===== src/rtl/rtcprp_pkg.sv =====
// ----------------------------------------------------------------------------
// rtcprp_pkg: shared types and constants of the report parser
// Payload structs, status codes, register indexes and queue sizing.
// ----------------------------------------------------------------------------
package rtcprp_pkg;

   // result status codes
   localparam logic [2:0] STATUS_OK           = 3'd0;
   localparam logic [2:0] STATUS_BAD_VERSION  = 3'd1;
   localparam logic [2:0] STATUS_UNKNOWN_TYPE = 3'd2;
   localparam logic [2:0] STATUS_BAD_LENGTH   = 3'd3;
   localparam logic [2:0] STATUS_TRUNCATED    = 3'd4;

   // report kinds
   localparam logic KIND_RECEIVER = 1'b0;
   localparam logic KIND_SENDER   = 1'b1;

   // configuration register indexes
   localparam int CSR_INDEX_W = 1;
   localparam logic [CSR_INDEX_W-1:0] CSR_SENDER_TYPE   = 1'd0;
   localparam logic [CSR_INDEX_W-1:0] CSR_RECEIVER_TYPE = 1'd1;

   localparam logic [7:0] SENDER_TYPE_RESET   = 8'd200;
   localparam logic [7:0] RECEIVER_TYPE_RESET = 8'd201;

   // header checks
   localparam logic [1:0]  RTP_VERSION    = 2'd2;
   localparam logic [15:0] SENDER_LENGTH   = 16'd6;
   localparam logic [15:0] RECEIVER_LENGTH = 16'd7;

   // byte positions
   localparam int POS_W = 6;
   localparam logic [POS_W-1:0] POS_VERSION   = 6'd0;
   localparam logic [POS_W-1:0] POS_TYPE      = 6'd1;
   localparam logic [POS_W-1:0] POS_LENGTH    = 6'd3;
   localparam logic [POS_W-1:0] SENDER_LAST   = 6'd27;
   localparam logic [POS_W-1:0] RECEIVER_LAST = 6'd31;

   localparam int FIELD_COUNT = 7;
   localparam int FIELD_IDX_W = 3;

   // command queue between front and back
   localparam int FIFO_DEPTH = 2;
   localparam int FIFO_AW    = (FIFO_DEPTH > 1) ? $clog2(FIFO_DEPTH) : 1;
   localparam int FIFO_CW    = $clog2(FIFO_DEPTH + 1);

   typedef struct packed {
      logic [7:0] data_byte;
      logic       end_of_datagram;
   } req_type;

   typedef struct packed {
      logic [2:0]         status;
      logic               report_kind;
      logic [31:0]        reporter_ssrc;
      logic [31:0]        body_word_one;
      logic [31:0]        body_word_two;
      logic [31:0]        body_word_three;
      logic [31:0]        body_word_four;
      logic [31:0]        body_word_five;
      logic [7:0]         loss_fraction;
      logic signed [23:0] packets_lost;
      logic [31:0]        middle_ntp_stamp;
   } rsp_type;

   // one classified byte handed from front to back
   typedef struct packed {
      logic [7:0]             data_byte;
      logic                   shift;
      logic                   store;
      logic [FIELD_IDX_W-1:0] idx;
      logic                   emit;
      logic [2:0]             status;
      logic                   kind;
   } cmd_type;

endpackage


===== src/rtl/rtcprp_front.sv =====
// ----------------------------------------------------------------------------
// rtcprp_front: byte classifier
// Tracks byte position, checks header fields and decides result status.
// ----------------------------------------------------------------------------
module rtcprp_front (
   input  logic                              clock,
   input  logic                              reset,
   input  logic                              req_valid,
   input  rtcprp_pkg::req_type               req_data,
   input  logic                              fifo_full,
   input  logic                              csr_write,
   input  logic [rtcprp_pkg::CSR_INDEX_W-1:0] csr_index,
   input  logic [7:0]                        csr_data,
   output logic                              push,
   output rtcprp_pkg::cmd_type               cmd
);

   logic [rtcprp_pkg::POS_W-1:0] pos_ff, pos_in;
   logic                         kind_ff, kind_in;
   logic                         discard_ff, discard_in;
   logic [7:0]                   prev_ff;
   logic [7:0]                   sender_type_ff, receiver_type_ff;

   logic       accept;
   logic       has_status;
   logic [2:0] status;
   logic       store;
   logic [7:0] b;
   logic       eod;

   assign accept = req_valid && !fifo_full;
   assign b      = req_data.data_byte;
   assign eod    = req_data.end_of_datagram;

   always_comb begin
      has_status = 1'b0;
      status     = rtcprp_pkg::STATUS_OK;
      kind_in    = kind_ff;
      store      = 1'b0;
      if (pos_ff == rtcprp_pkg::POS_VERSION) begin
         if (b[7:6] != rtcprp_pkg::RTP_VERSION) begin
            has_status = 1'b1;
            status     = rtcprp_pkg::STATUS_BAD_VERSION;
         end
      end else if (pos_ff == rtcprp_pkg::POS_TYPE) begin
         if (b == receiver_type_ff) begin
            kind_in = rtcprp_pkg::KIND_RECEIVER;
         end else if (b == sender_type_ff) begin
            kind_in = rtcprp_pkg::KIND_SENDER;
         end else begin
            has_status = 1'b1;
            status     = rtcprp_pkg::STATUS_UNKNOWN_TYPE;
         end
      end else if (pos_ff == rtcprp_pkg::POS_LENGTH) begin
         if ({prev_ff, b} != (kind_ff ? rtcprp_pkg::SENDER_LENGTH
                                      : rtcprp_pkg::RECEIVER_LENGTH)) begin
            has_status = 1'b1;
            status     = rtcprp_pkg::STATUS_BAD_LENGTH;
         end
      end else if (pos_ff[1:0] == 2'b11) begin
         store = 1'b1;
         if (pos_ff == (kind_ff ? rtcprp_pkg::SENDER_LAST : rtcprp_pkg::RECEIVER_LAST)) begin
            has_status = 1'b1;
            status     = rtcprp_pkg::STATUS_OK;
         end
      end
      if (!has_status && eod) begin
         has_status = 1'b1;
         status     = rtcprp_pkg::STATUS_TRUNCATED;
      end
   end

   // position and discard tracking
   always_comb begin
      pos_in     = pos_ff;
      discard_in = discard_ff;
      if (discard_ff) begin
         if (eod) begin
            discard_in = 1'b0;
            pos_in     = '0;
         end
      end else if (has_status) begin
         pos_in     = '0;
         discard_in = !eod;
      end else begin
         pos_in = pos_ff + 1'b1;
      end
   end

   assign push = accept && !discard_ff && (has_status || (pos_ff > rtcprp_pkg::POS_TYPE));

   always_comb begin
      cmd.data_byte = b;
      cmd.shift     = (pos_ff > rtcprp_pkg::POS_TYPE);
      cmd.store     = store;
      // word index of body field: (pos - 4) / 4
      cmd.idx       = rtcprp_pkg::FIELD_IDX_W'(pos_ff[rtcprp_pkg::POS_W-1:2] - 1'b1);
      cmd.emit      = has_status;
      cmd.status    = status;
      cmd.kind      = kind_in;
   end

   always_ff @(posedge clock) begin
      if (reset) begin
         pos_ff           <= '0;
         kind_ff          <= rtcprp_pkg::KIND_RECEIVER;
         discard_ff       <= 1'b0;
         sender_type_ff   <= rtcprp_pkg::SENDER_TYPE_RESET;
         receiver_type_ff <= rtcprp_pkg::RECEIVER_TYPE_RESET;
      end else begin
         if (accept) begin
            pos_ff     <= pos_in;
            discard_ff <= discard_in;
            if (!discard_ff) begin
               kind_ff <= kind_in;
            end
         end
         if (csr_write) begin
            case (csr_index)
               rtcprp_pkg::CSR_SENDER_TYPE:   sender_type_ff   <= csr_data;
               rtcprp_pkg::CSR_RECEIVER_TYPE: receiver_type_ff <= csr_data;
               default: ;
            endcase
         end
      end
   end

   always_ff @(posedge clock) begin
      if (accept) begin
         prev_ff <= b;
      end
   end

endmodule


===== src/rtl/rtcprp_fifo.sv =====
// ----------------------------------------------------------------------------
// rtcprp_fifo: command queue
// Small flip-flop queue that decouples the classifier from the assembler.
// ----------------------------------------------------------------------------
module rtcprp_fifo (
   input  logic                clock,
   input  logic                reset,
   input  logic                push,
   input  rtcprp_pkg::cmd_type push_data,
   input  logic                pop,
   output rtcprp_pkg::cmd_type head,
   output logic                empty,
   output logic                full
);

   rtcprp_pkg::cmd_type              mem_ff [rtcprp_pkg::FIFO_DEPTH];
   logic [rtcprp_pkg::FIFO_AW-1:0]   wr_ptr_ff, rd_ptr_ff;
   logic [rtcprp_pkg::FIFO_CW-1:0]   count_ff;

   localparam logic [rtcprp_pkg::FIFO_AW-1:0] LAST_PTR =
      rtcprp_pkg::FIFO_AW'(rtcprp_pkg::FIFO_DEPTH - 1);
   localparam logic [rtcprp_pkg::FIFO_CW-1:0] FULL_COUNT =
      rtcprp_pkg::FIFO_CW'(rtcprp_pkg::FIFO_DEPTH);

   assign empty = (count_ff == '0);
   assign full  = (count_ff == FULL_COUNT);
   assign head  = mem_ff[rd_ptr_ff];

   always_ff @(posedge clock) begin
      if (reset) begin
         wr_ptr_ff <= '0;
         rd_ptr_ff <= '0;
         count_ff  <= '0;
      end else begin
         if (push) begin
            wr_ptr_ff <= (wr_ptr_ff == LAST_PTR) ? '0 : wr_ptr_ff + 1'b1;
         end
         if (pop) begin
            rd_ptr_ff <= (rd_ptr_ff == LAST_PTR) ? '0 : rd_ptr_ff + 1'b1;
         end
         if (push && !pop) begin
            count_ff <= count_ff + 1'b1;
         end else if (pop && !push) begin
            count_ff <= count_ff - 1'b1;
         end
      end
   end

   always_ff @(posedge clock) begin
      if (push) begin
         mem_ff[wr_ptr_ff] <= push_data;
      end
   end

endmodule


===== src/rtl/rtcprp_back.sv =====
// ----------------------------------------------------------------------------
// rtcprp_back: word assembler and result register
// Builds big-endian body words, stores fields and forms the result.
// ----------------------------------------------------------------------------
module rtcprp_back (
   input  logic                clock,
   input  logic                reset,
   input  logic                fifo_empty,
   input  rtcprp_pkg::cmd_type head,
   input  logic                rsp_stall,
   output logic                pop,
   output logic                rsp_valid,
   output rtcprp_pkg::rsp_type rsp_data
);

   logic [23:0]         shift_ff;
   logic [31:0]         field_ff [rtcprp_pkg::FIELD_COUNT];
   logic                rsp_valid_ff;
   rtcprp_pkg::rsp_type rsp_data_ff, rsp_data_in;

   logic [31:0] word;
   logic [31:0] fv [rtcprp_pkg::FIELD_COUNT];
   logic        slot_free;

   assign word      = {shift_ff, head.data_byte};
   assign slot_free = !rsp_valid_ff || !rsp_stall;
   assign pop       = !fifo_empty && (!head.emit || slot_free);

   // field view with the word completed this cycle forwarded
   always_comb begin
      for (int k = 0; k < rtcprp_pkg::FIELD_COUNT; k++) begin
         fv[k] = (head.store && (head.idx == rtcprp_pkg::FIELD_IDX_W'(k))) ? word : field_ff[k];
      end
   end

   always_comb begin
      rsp_data_in        = '0;
      rsp_data_in.status = head.status;
      if (head.status == rtcprp_pkg::STATUS_OK) begin
         rsp_data_in.report_kind   = head.kind;
         rsp_data_in.reporter_ssrc = fv[0];
         rsp_data_in.body_word_one = fv[1];
         if (head.kind == rtcprp_pkg::KIND_SENDER) begin
            rsp_data_in.body_word_two    = fv[2];
            rsp_data_in.body_word_three  = fv[3];
            rsp_data_in.body_word_four   = fv[4];
            rsp_data_in.body_word_five   = fv[5];
            rsp_data_in.middle_ntp_stamp = {fv[1][15:0], fv[2][31:16]};
         end else begin
            rsp_data_in.body_word_two   = fv[3];
            rsp_data_in.body_word_three = fv[4];
            rsp_data_in.body_word_four  = fv[5];
            rsp_data_in.body_word_five  = fv[6];
            rsp_data_in.loss_fraction   = fv[2][31:24];
            rsp_data_in.packets_lost    = fv[2][23:0];
         end
      end
   end

   always_ff @(posedge clock) begin
      if (reset) begin
         rsp_valid_ff <= 1'b0;
      end else if (pop && head.emit) begin
         rsp_valid_ff <= 1'b1;
      end else if (!rsp_stall) begin
         rsp_valid_ff <= 1'b0;
      end
   end

   always_ff @(posedge clock) begin
      if (pop && head.shift) begin
         shift_ff <= word[23:0];
      end
      if (pop && head.store) begin
         field_ff[head.idx] <= word;
      end
      if (pop && head.emit) begin
         rsp_data_ff <= rsp_data_in;
      end
   end

   assign rsp_valid = rsp_valid_ff;
   assign rsp_data  = rsp_data_ff;

endmodule


===== src/rtl/rtcp_report_parser.sv =====
// ----------------------------------------------------------------------------
// rtcp_report_parser: sender / receiver report parser
// Parses the first report of a byte-serial datagram into one result.
// ----------------------------------------------------------------------------
// a result passes from its deciding byte through the command queue and the result register
// throughput: one byte per cycle, sustained, while rsp_stall stays low
// the command queue holds two bytes, so the front runs on while a result waits
// reset: synchronous, active high; clears position, discard and queue state,
// empties the result register and loads type registers with 200 and 201
module rtcp_report_parser (
   input  logic                              clock,
   input  logic                              reset,
   // byte input channel
   input  logic                              req_valid,
   output logic                              req_stall,
   input  rtcprp_pkg::req_type               req_data,
   // result channel
   output logic                              rsp_valid,
   input  logic                              rsp_stall,
   output rtcprp_pkg::rsp_type               rsp_data,
   // configuration write channel
   input  logic                              csr_valid,
   output logic                              csr_ready,
   input  logic [rtcprp_pkg::CSR_INDEX_W-1:0] csr_index,
   input  logic [7:0]                        csr_data
);

   logic                fifo_full;
   logic                fifo_empty;
   logic                push;
   logic                pop;
   rtcprp_pkg::cmd_type push_cmd;
   rtcprp_pkg::cmd_type head_cmd;

   // configuration writes are always accepted
   assign csr_ready = 1'b1;

   // input stalls only when the command queue is full
   assign req_stall = fifo_full;

   // front: position counter, header checks, status decision per transaction
   rtcprp_front u_front (
      .clock     (clock),
      .reset     (reset),
      .req_valid (req_valid),
      .req_data  (req_data),
      .fifo_full (fifo_full),
      .csr_write (csr_valid && csr_ready),
      .csr_index (csr_index),
      .csr_data  (csr_data),
      .push      (push),
      .cmd       (push_cmd)
   );

   // queue: lets the front keep taking bytes while a result is held
   rtcprp_fifo u_fifo (
      .clock     (clock),
      .reset     (reset),
      .push      (push),
      .push_data (push_cmd),
      .pop       (pop),
      .head      (head_cmd),
      .empty     (fifo_empty),
      .full      (fifo_full)
   );

   // back: word shifter, field registers and the output register
   rtcprp_back u_back (
      .clock      (clock),
      .reset      (reset),
      .fifo_empty (fifo_empty),
      .head       (head_cmd),
      .rsp_stall  (rsp_stall),
      .pop        (pop),
      .rsp_valid  (rsp_valid),
      .rsp_data   (rsp_data)
   );

endmodule


===== config.mk =====
export PLATFORM = sky130hd
export DESIGN_NAME = rtcp_report_parser
export DESIGN_NICKNAME = d
export VERILOG_FILES = /design/src/rtl/rtcprp_pkg.sv /design/src/rtl/rtcprp_front.sv /design/src/rtl/rtcprp_fifo.sv /design/src/rtl/rtcprp_back.sv /design/src/rtl/rtcp_report_parser.sv
export SDC_FILE = /design/constraint.sdc
export NUM_CORES = 1
export LEC_CHECK = 0
export BUFFER_PORTS_ARGS = -buffer_cell sky130_fd_sc_hd__buf_2
export CAP_MARGIN = 10
export CELL_PAD_IN_SITES_DETAIL_PLACEMENT = 1
export CELL_PAD_IN_SITES_GLOBAL_PLACEMENT = 1
export CORE_UTILIZATION = 48
export DETAILED_ROUTE_END_ITERATION = 10
export GPL_ROUTABILITY_DRIVEN = 0
export PLACE_DENSITY = 0.84
export SETUP_SLACK_MARGIN = 0.2
export SLEW_MARGIN = 40
export SYNTH_ARGS = -nofsm -noshare
export SYNTH_HDL_FRONTEND = slang
export SYNTH_HIERARCHICAL = 1
export SYNTH_SLANG_ARGS = --single-unit
export TNS_END_PERCENT = 30

===== constraint.sdc =====
create_clock -name clock -period 9.8 [get_ports clock]
set_clock_uncertainty 0.2 [all_clocks]
set_input_delay 0 -clock clock [delete_from_list [all_inputs] [get_ports clock]]
set_output_delay 0 -clock clock [all_outputs]
set_load 0.02 [all_outputs]

# Word-level counts from Yosys, hierarchy flattened
# Memory sizes are Yosys's and may differ from the RTL's. A register that Yosys moved wholly into a read port is not among the register bits.
# Index checks and enable logic that the tools add are counted.
# W data, S select, Z words.
[classes]
bitwise_logic = 3
muxes = 53
eq_ne = 17
n_reduce_logical = 40
n_addsub = 6
order_cmp = 1
[op_table]
columns = ["operator", "n"]
rows = [
  ["$mux W32", 6],
  ["$mux W128", 1],
  ["$mux W1", 33],
  ["$mux W6", 3],
  ["$eq A8 B8 Y1", 2],
  ["$logic_and A1 B1 Y1", 16],
  ["$ne A16 B16 Y1", 1],
  ["$mux W3", 5],
  ["$logic_not A1 Y1", 11],
  ["$mux W2", 5],
  ["$reduce_and A2 Y1", 5],
  ["$eq A3 B3 Y1 const B", 3],
  ["$add A6 B1 Y6 const B", 1],
  ["$eq A3 B2 Y1 const B", 2],
  ["$eq A6 B1 Y1 const B", 1],
  ["$eq A6 B2 Y1 const B", 1],
  ["$eq A6 B5 Y1", 1],
  ["$gt A6 B1 Y1 const B", 1],
  ["$logic_not A6 Y1", 1],
  ["$eq A2 B2 Y1 const B", 2],
  ["$ne A2 B2 Y1 const B", 2],
  ["$eq A3 B1 Y1 const B", 1],
  ["$logic_not A3 Y1", 1],
  ["$logic_or A1 B1 Y1", 3],
  ["9 further kinds", 12],
]
[word_totals]
ff_bits = 289
input_bits = 23
wordCells = 143
ram_bits = 260
memories = 2
out_inout_bits = 263
[memory_table]
columns = ["name", "depth", "word_bits", "rd", "rd_clocked_by_memory_dff", "write_ports", "line", "source"]
rows = [
  ["u_back.field_ff", 7, 32, 7, 1, 1, "rtcprp_back.sv:17", "logic [31:0] field_ff [rtcprp_pkg::FIELD_COUNT];"],
  ["u_fifo.mem_ff", 2, 18, 1, 1, 1, "rtcprp_fifo.sv:16", "rtcprp_pkg::cmd_type mem_ff [rtcprp_pkg::FIFO_DEPTH];"],
]

# Logic depth before layout (Yosys ltp)
[depth]
word_depth = 16
mapped_depth = 13
mapped_depth_nobuf = 12

# By module
# Netlist, hierarchy kept.
[by_module_without_submodules]
columns = ["mod", "cells_each", "seq_area_each_um2", "instances", "area_each_um2"]
rows = [
  ["rtcprp_back", 1284, 15274.6, 1, 20260.7],
  ["rtcprp_front", 205, 720.7, 1, 1856.8],
  ["rtcprp_fifo", 78, 1181.1, 1, 1503.9],
  ["rtcp_report_parser", 2, 0.0, 1, 11.3],
]

# Worst setup path before layout
# No wires, ideal clock.
[synth_timing]
path_type = "reg-to-reg"
start = "reg (tool-made name)"
end = "reg u_back.rsp_data_ff, in the netlist u_back/rsp_data[0] (enable)"
setup_slack_ns = 1.443
arrival_time_ns = 7.502
setup_ns = 0.655
path_stages_with_launch = 8
t_required_ns = 8.945
n_path_buf = 3
synth_period_minus_slack_ns = 8.357
cell_sequence = "dfxtp_1 > buf_2 > mux2_2 > a31o_2 > buf_2 > clkinv_1 > buf_2 > and2_1"
[synth_rtl]
columns = ["element", "line", "source"]
rows = [
  ["end signal, assigned", "rtcprp_back.sv:78", "rsp_data_ff <= rsp_data_in;"],
  ["end, declared", "rtcprp_back.sv:19", "rtcprp_pkg::rsp_type rsp_data_ff, rsp_data_in;"],
]

==> impl_metrics.env <==
export IMPL_outcome="completed"
export IMPL_hp_class="input pin to flip-flop"
export IMPL_htree_levels=2
export IMPL_drive_above_1_share_pct=23.6
export IMPL_crit_fanout=96
export IMPL_grt_pass1_vias=16317
export IMPL_post_route_min_period_ps=3590
export IMPL_fp_dieArea_um2=50100
export IMPL_insertion_delay_ps=620
export IMPL_post_dp_cell_area_um2=25800
export IMPL_core_area_um2=48100
export IMPL_synth_edf_count=552
export IMPL_postSynthAreaPerCell_um2=15.1
export IMPL_clockBufferDepth=3
export IMPL_grt_usage_pct=27.9
export IMPL_drt_iter0_drc=1383
export IMPL_via_count=15523
export IMPL_initial_utilization_pct=49.1
export IMPL_ys_seq_area_share_pct=72.7
export IMPL_crit_chain="mux2_2 > a31o_4 > clkinv_1 > and2_4 > buf_12 > buf_12 > buf_16"
export IMPL_hold_violations=0
export IMPL_drt_total_wl_mm=70.6
export IMPL_rsz0062_at_grt="false"
export IMPL_irDropWorstVdd_v=0.000169
export IMPL_p_leak_nw=10.8
export IMPL_worstPathArrival_ps=3640
export IMPL_slew_violations=0
export IMPL_diodes=0
export IMPL_critPathMostFrequentCell="buf_12"
export IMPL_drc=0
export IMPL_clkTransAtPathRegs_ps=70
export IMPL_yosysWarnings=6
export IMPL_grt_pass1_wl_mm=104
export IMPL_fmax_mhz=279
export IMPL_max_slew_margin_pct=39.1
export IMPL_synth_cell_type_count=62
export IMPL_tns_ps=0
export IMPL_cts_hold_buf=53
export IMPL_synth_seq_cells=582
export IMPL_final_area_um2=28200
export IMPL_dieHeight_um=224
export IMPL_synth_ff_type="edfxtp_1"
export IMPL_p_per_area_nw_per_um2=271
export IMPL_antenna_found_initial=3
export IMPL_max_cap_violations=0
export IMPL_portBuffers=284
export IMPL_min_period_over_period_pct=36.6
export IMPL_syn2layout_area_growth_pct=19.4
export IMPL_syn_area_um2=23600
export IMPL_avgViaCountPerCell=6.04
export IMPL_die_w_um=224
export IMPL_dp_final_hpwl_mm=42.1
export IMPL_min_from="req_data[4]"
export IMPL_rows=80
export IMPL_cts_resized=0
export IMPL_synth_top_area_cell="edfxtp_1"
export IMPL_cts_tree="built"
export IMPL_cp_end_kind="flip-flop"
export IMPL_synth_nets=1599
export IMPL_cts_root_buf="clkbuf_16"
export IMPL_synthTopCellsByArea="edfxtp_1, mux2i_1, dfxtp_1"
export IMPL_ys_async_sr_fraction_pct=0
export IMPL_overflow=0
export IMPL_setup_viol=0
export IMPL_first_pass_iters=8
export IMPL_final_antenna_net_count=0
export IMPL_worst_slew_pin_slew_ps=914
export IMPL_synth_commonest_cells="edfxtp_1, mux2i_1, nand2_1"
export IMPL_required_ps=9850
export IMPL_io_pins=286
export IMPL_layout_nets=1902
export IMPL_cpMaxStageDelayCell="dfxtp_2"
export IMPL_cts_buffers=57
export IMPL_startpoint_type="flip-flop"
export IMPL_synth_top_cell_area_share_pct=70.1
export IMPL_synthCells=1569
export IMPL_cts_sinks=582
export IMPL_cpPeakStageDelay_ps=610
export IMPL_grt_max_degree=99
export IMPL_crit_buf_inv=4
export IMPL_detail_route_wl_per_cell_um=27.5
export IMPL_path_delay_family="buffers and inverters"
export IMPL_synthMostInstantiatedCell="edfxtp_1"
export IMPL_cts_setup_buffers=0
export IMPL_worstSetupPathType="flip-flop to flip-flop"
## cell families after synthesis
group	Yosys count	synth area share [%]
xor gates and xnor gates	24	0.889
muxes	178	7.63
buffers and inverters	137	2.85
DFF	582	72.7
adders and majority gates	7	0.371
other	1	0.0159
and+or+nand+nor	376	8.55
AOI/OAI and AO/OA	264	7.01
## path summary, 6_finish.rpt
kind         cells after the start  slack, ps                           to
min                              2         50           u_front/prev_ff[3]
max reg2reg                      7       6210           u_back/rsp_data[6]
min reg2reg                      1        290  u_front/receiver_type_ff[0]
max                              7       6210           u_back/rsp_data[6]
## cell type report
class                           instances  area, um2
Fill cell                            4548      19900
Sequential cell                       582      17200
Multi-Input combinational cell        850       5920
Timing Repair Buffer                  369       2420
Clock buffer                           69       1490
Tap cell                              656        821
Clock inverter                         34        340
Inverter                               12       45.0
## power breakdown
group / internal (W) / total (W) / switching (W)
combinational: 0.000463 / 0.00177 / 0.00131
sequential: 0.00339 / 0.00369 / 0.000306
clock: 0.00124 / 0.00219 / 0.000952
## placed cells by master (no fill, tap or decap), types with 4 or more instances in the layout
cell type / synthesis / final
inv_6: 0 / 4
buf_16: 0 / 7
a21oi_1: 79 / 79
mux2i_1: 160 / 160
o31a_1: 32 / 32
nor2_4: 0 / 6
nor3_1: 6 / 6
dlygate4sd3_1: 0 / 53
clkbuf_16: 0 / 57
nand2b_1: 7 / 6
nand3b_1: 4 / 4
buf_2: 28 / 284
inv_1: 11 / 11
bufinv_16: 0 / 6
nor3b_1: 32 / 32
nand3_1: 38 / 38
ha_1: 7 / 7
o21ai_0: 33 / 33
xnor2_1: 17 / 17
mux2_2: 18 / 18
nand2_1: 102 / 101
xor2_1: 7 / 6
clkinv_2: 0 / 8
buf_8: 0 / 5
nor2_1: 78 / 72
edfxtp_1: 552 / 552
dfxtp_1: 30 / 29
clkbuf_1: 68 / 10
clkinv_1: 1 / 11
and3_1: 70 / 70
a211o_1: 6 / 6
clkinvlp_4: 0 / 4
buf_4: 23 / 13
o22ai_1: 96 / 96
buf_6: 5 / 4
## registers in the layout (all words and copies together) (netlist names), 2 cells and up, named ones only
name and count:
u_back/field_ff 224, u_front/receiver_type_ff 8, u_front/sender_type_ff 8, u_front/pos_ff 6, u_fifo/count_ff 2, u_back/shift_ff 24, u_back/rsp_data 260, u_front/prev_ff 8
u_fifo/mem_ff 36
## routing by layer
metal,vias up,part of all wire [%],GRT usage [%]
li1,6612,-,-
met1,7978,38,34.4
met2,766,51,48.3
met3,161,7.8,5.56
met4,6,3.5,10.7
met5,-,0.050,0
## per-stage QoR
stage               hold WS (ps)  worst slack [ps]  std cells  total power (W)  util, %
floorplan                   -131              1440       1569          0.00478        -
global placement            36.2              5560       2398          0.00534     52.9
detailed placement          41.6              5750       2412          0.00546     53.6
CTS                         6.70              5710       2568          0.00767     58.5
global route                61.5              6030       2572          0.00788     58.6
finish                      45.0              6210       2572          0.00766     58.6
## worst reg2reg max path: cells and delay by family (launching register included)
kind                   cells  cell delay [ps]
and+or+nand+nor            1              250
muxes                      1              440
DFF                        1              610
AOI/OAI and AO/OA          1              420
buffers and inverters      4             1180
No activity file was read; power rests on OpenSTA's default activity.
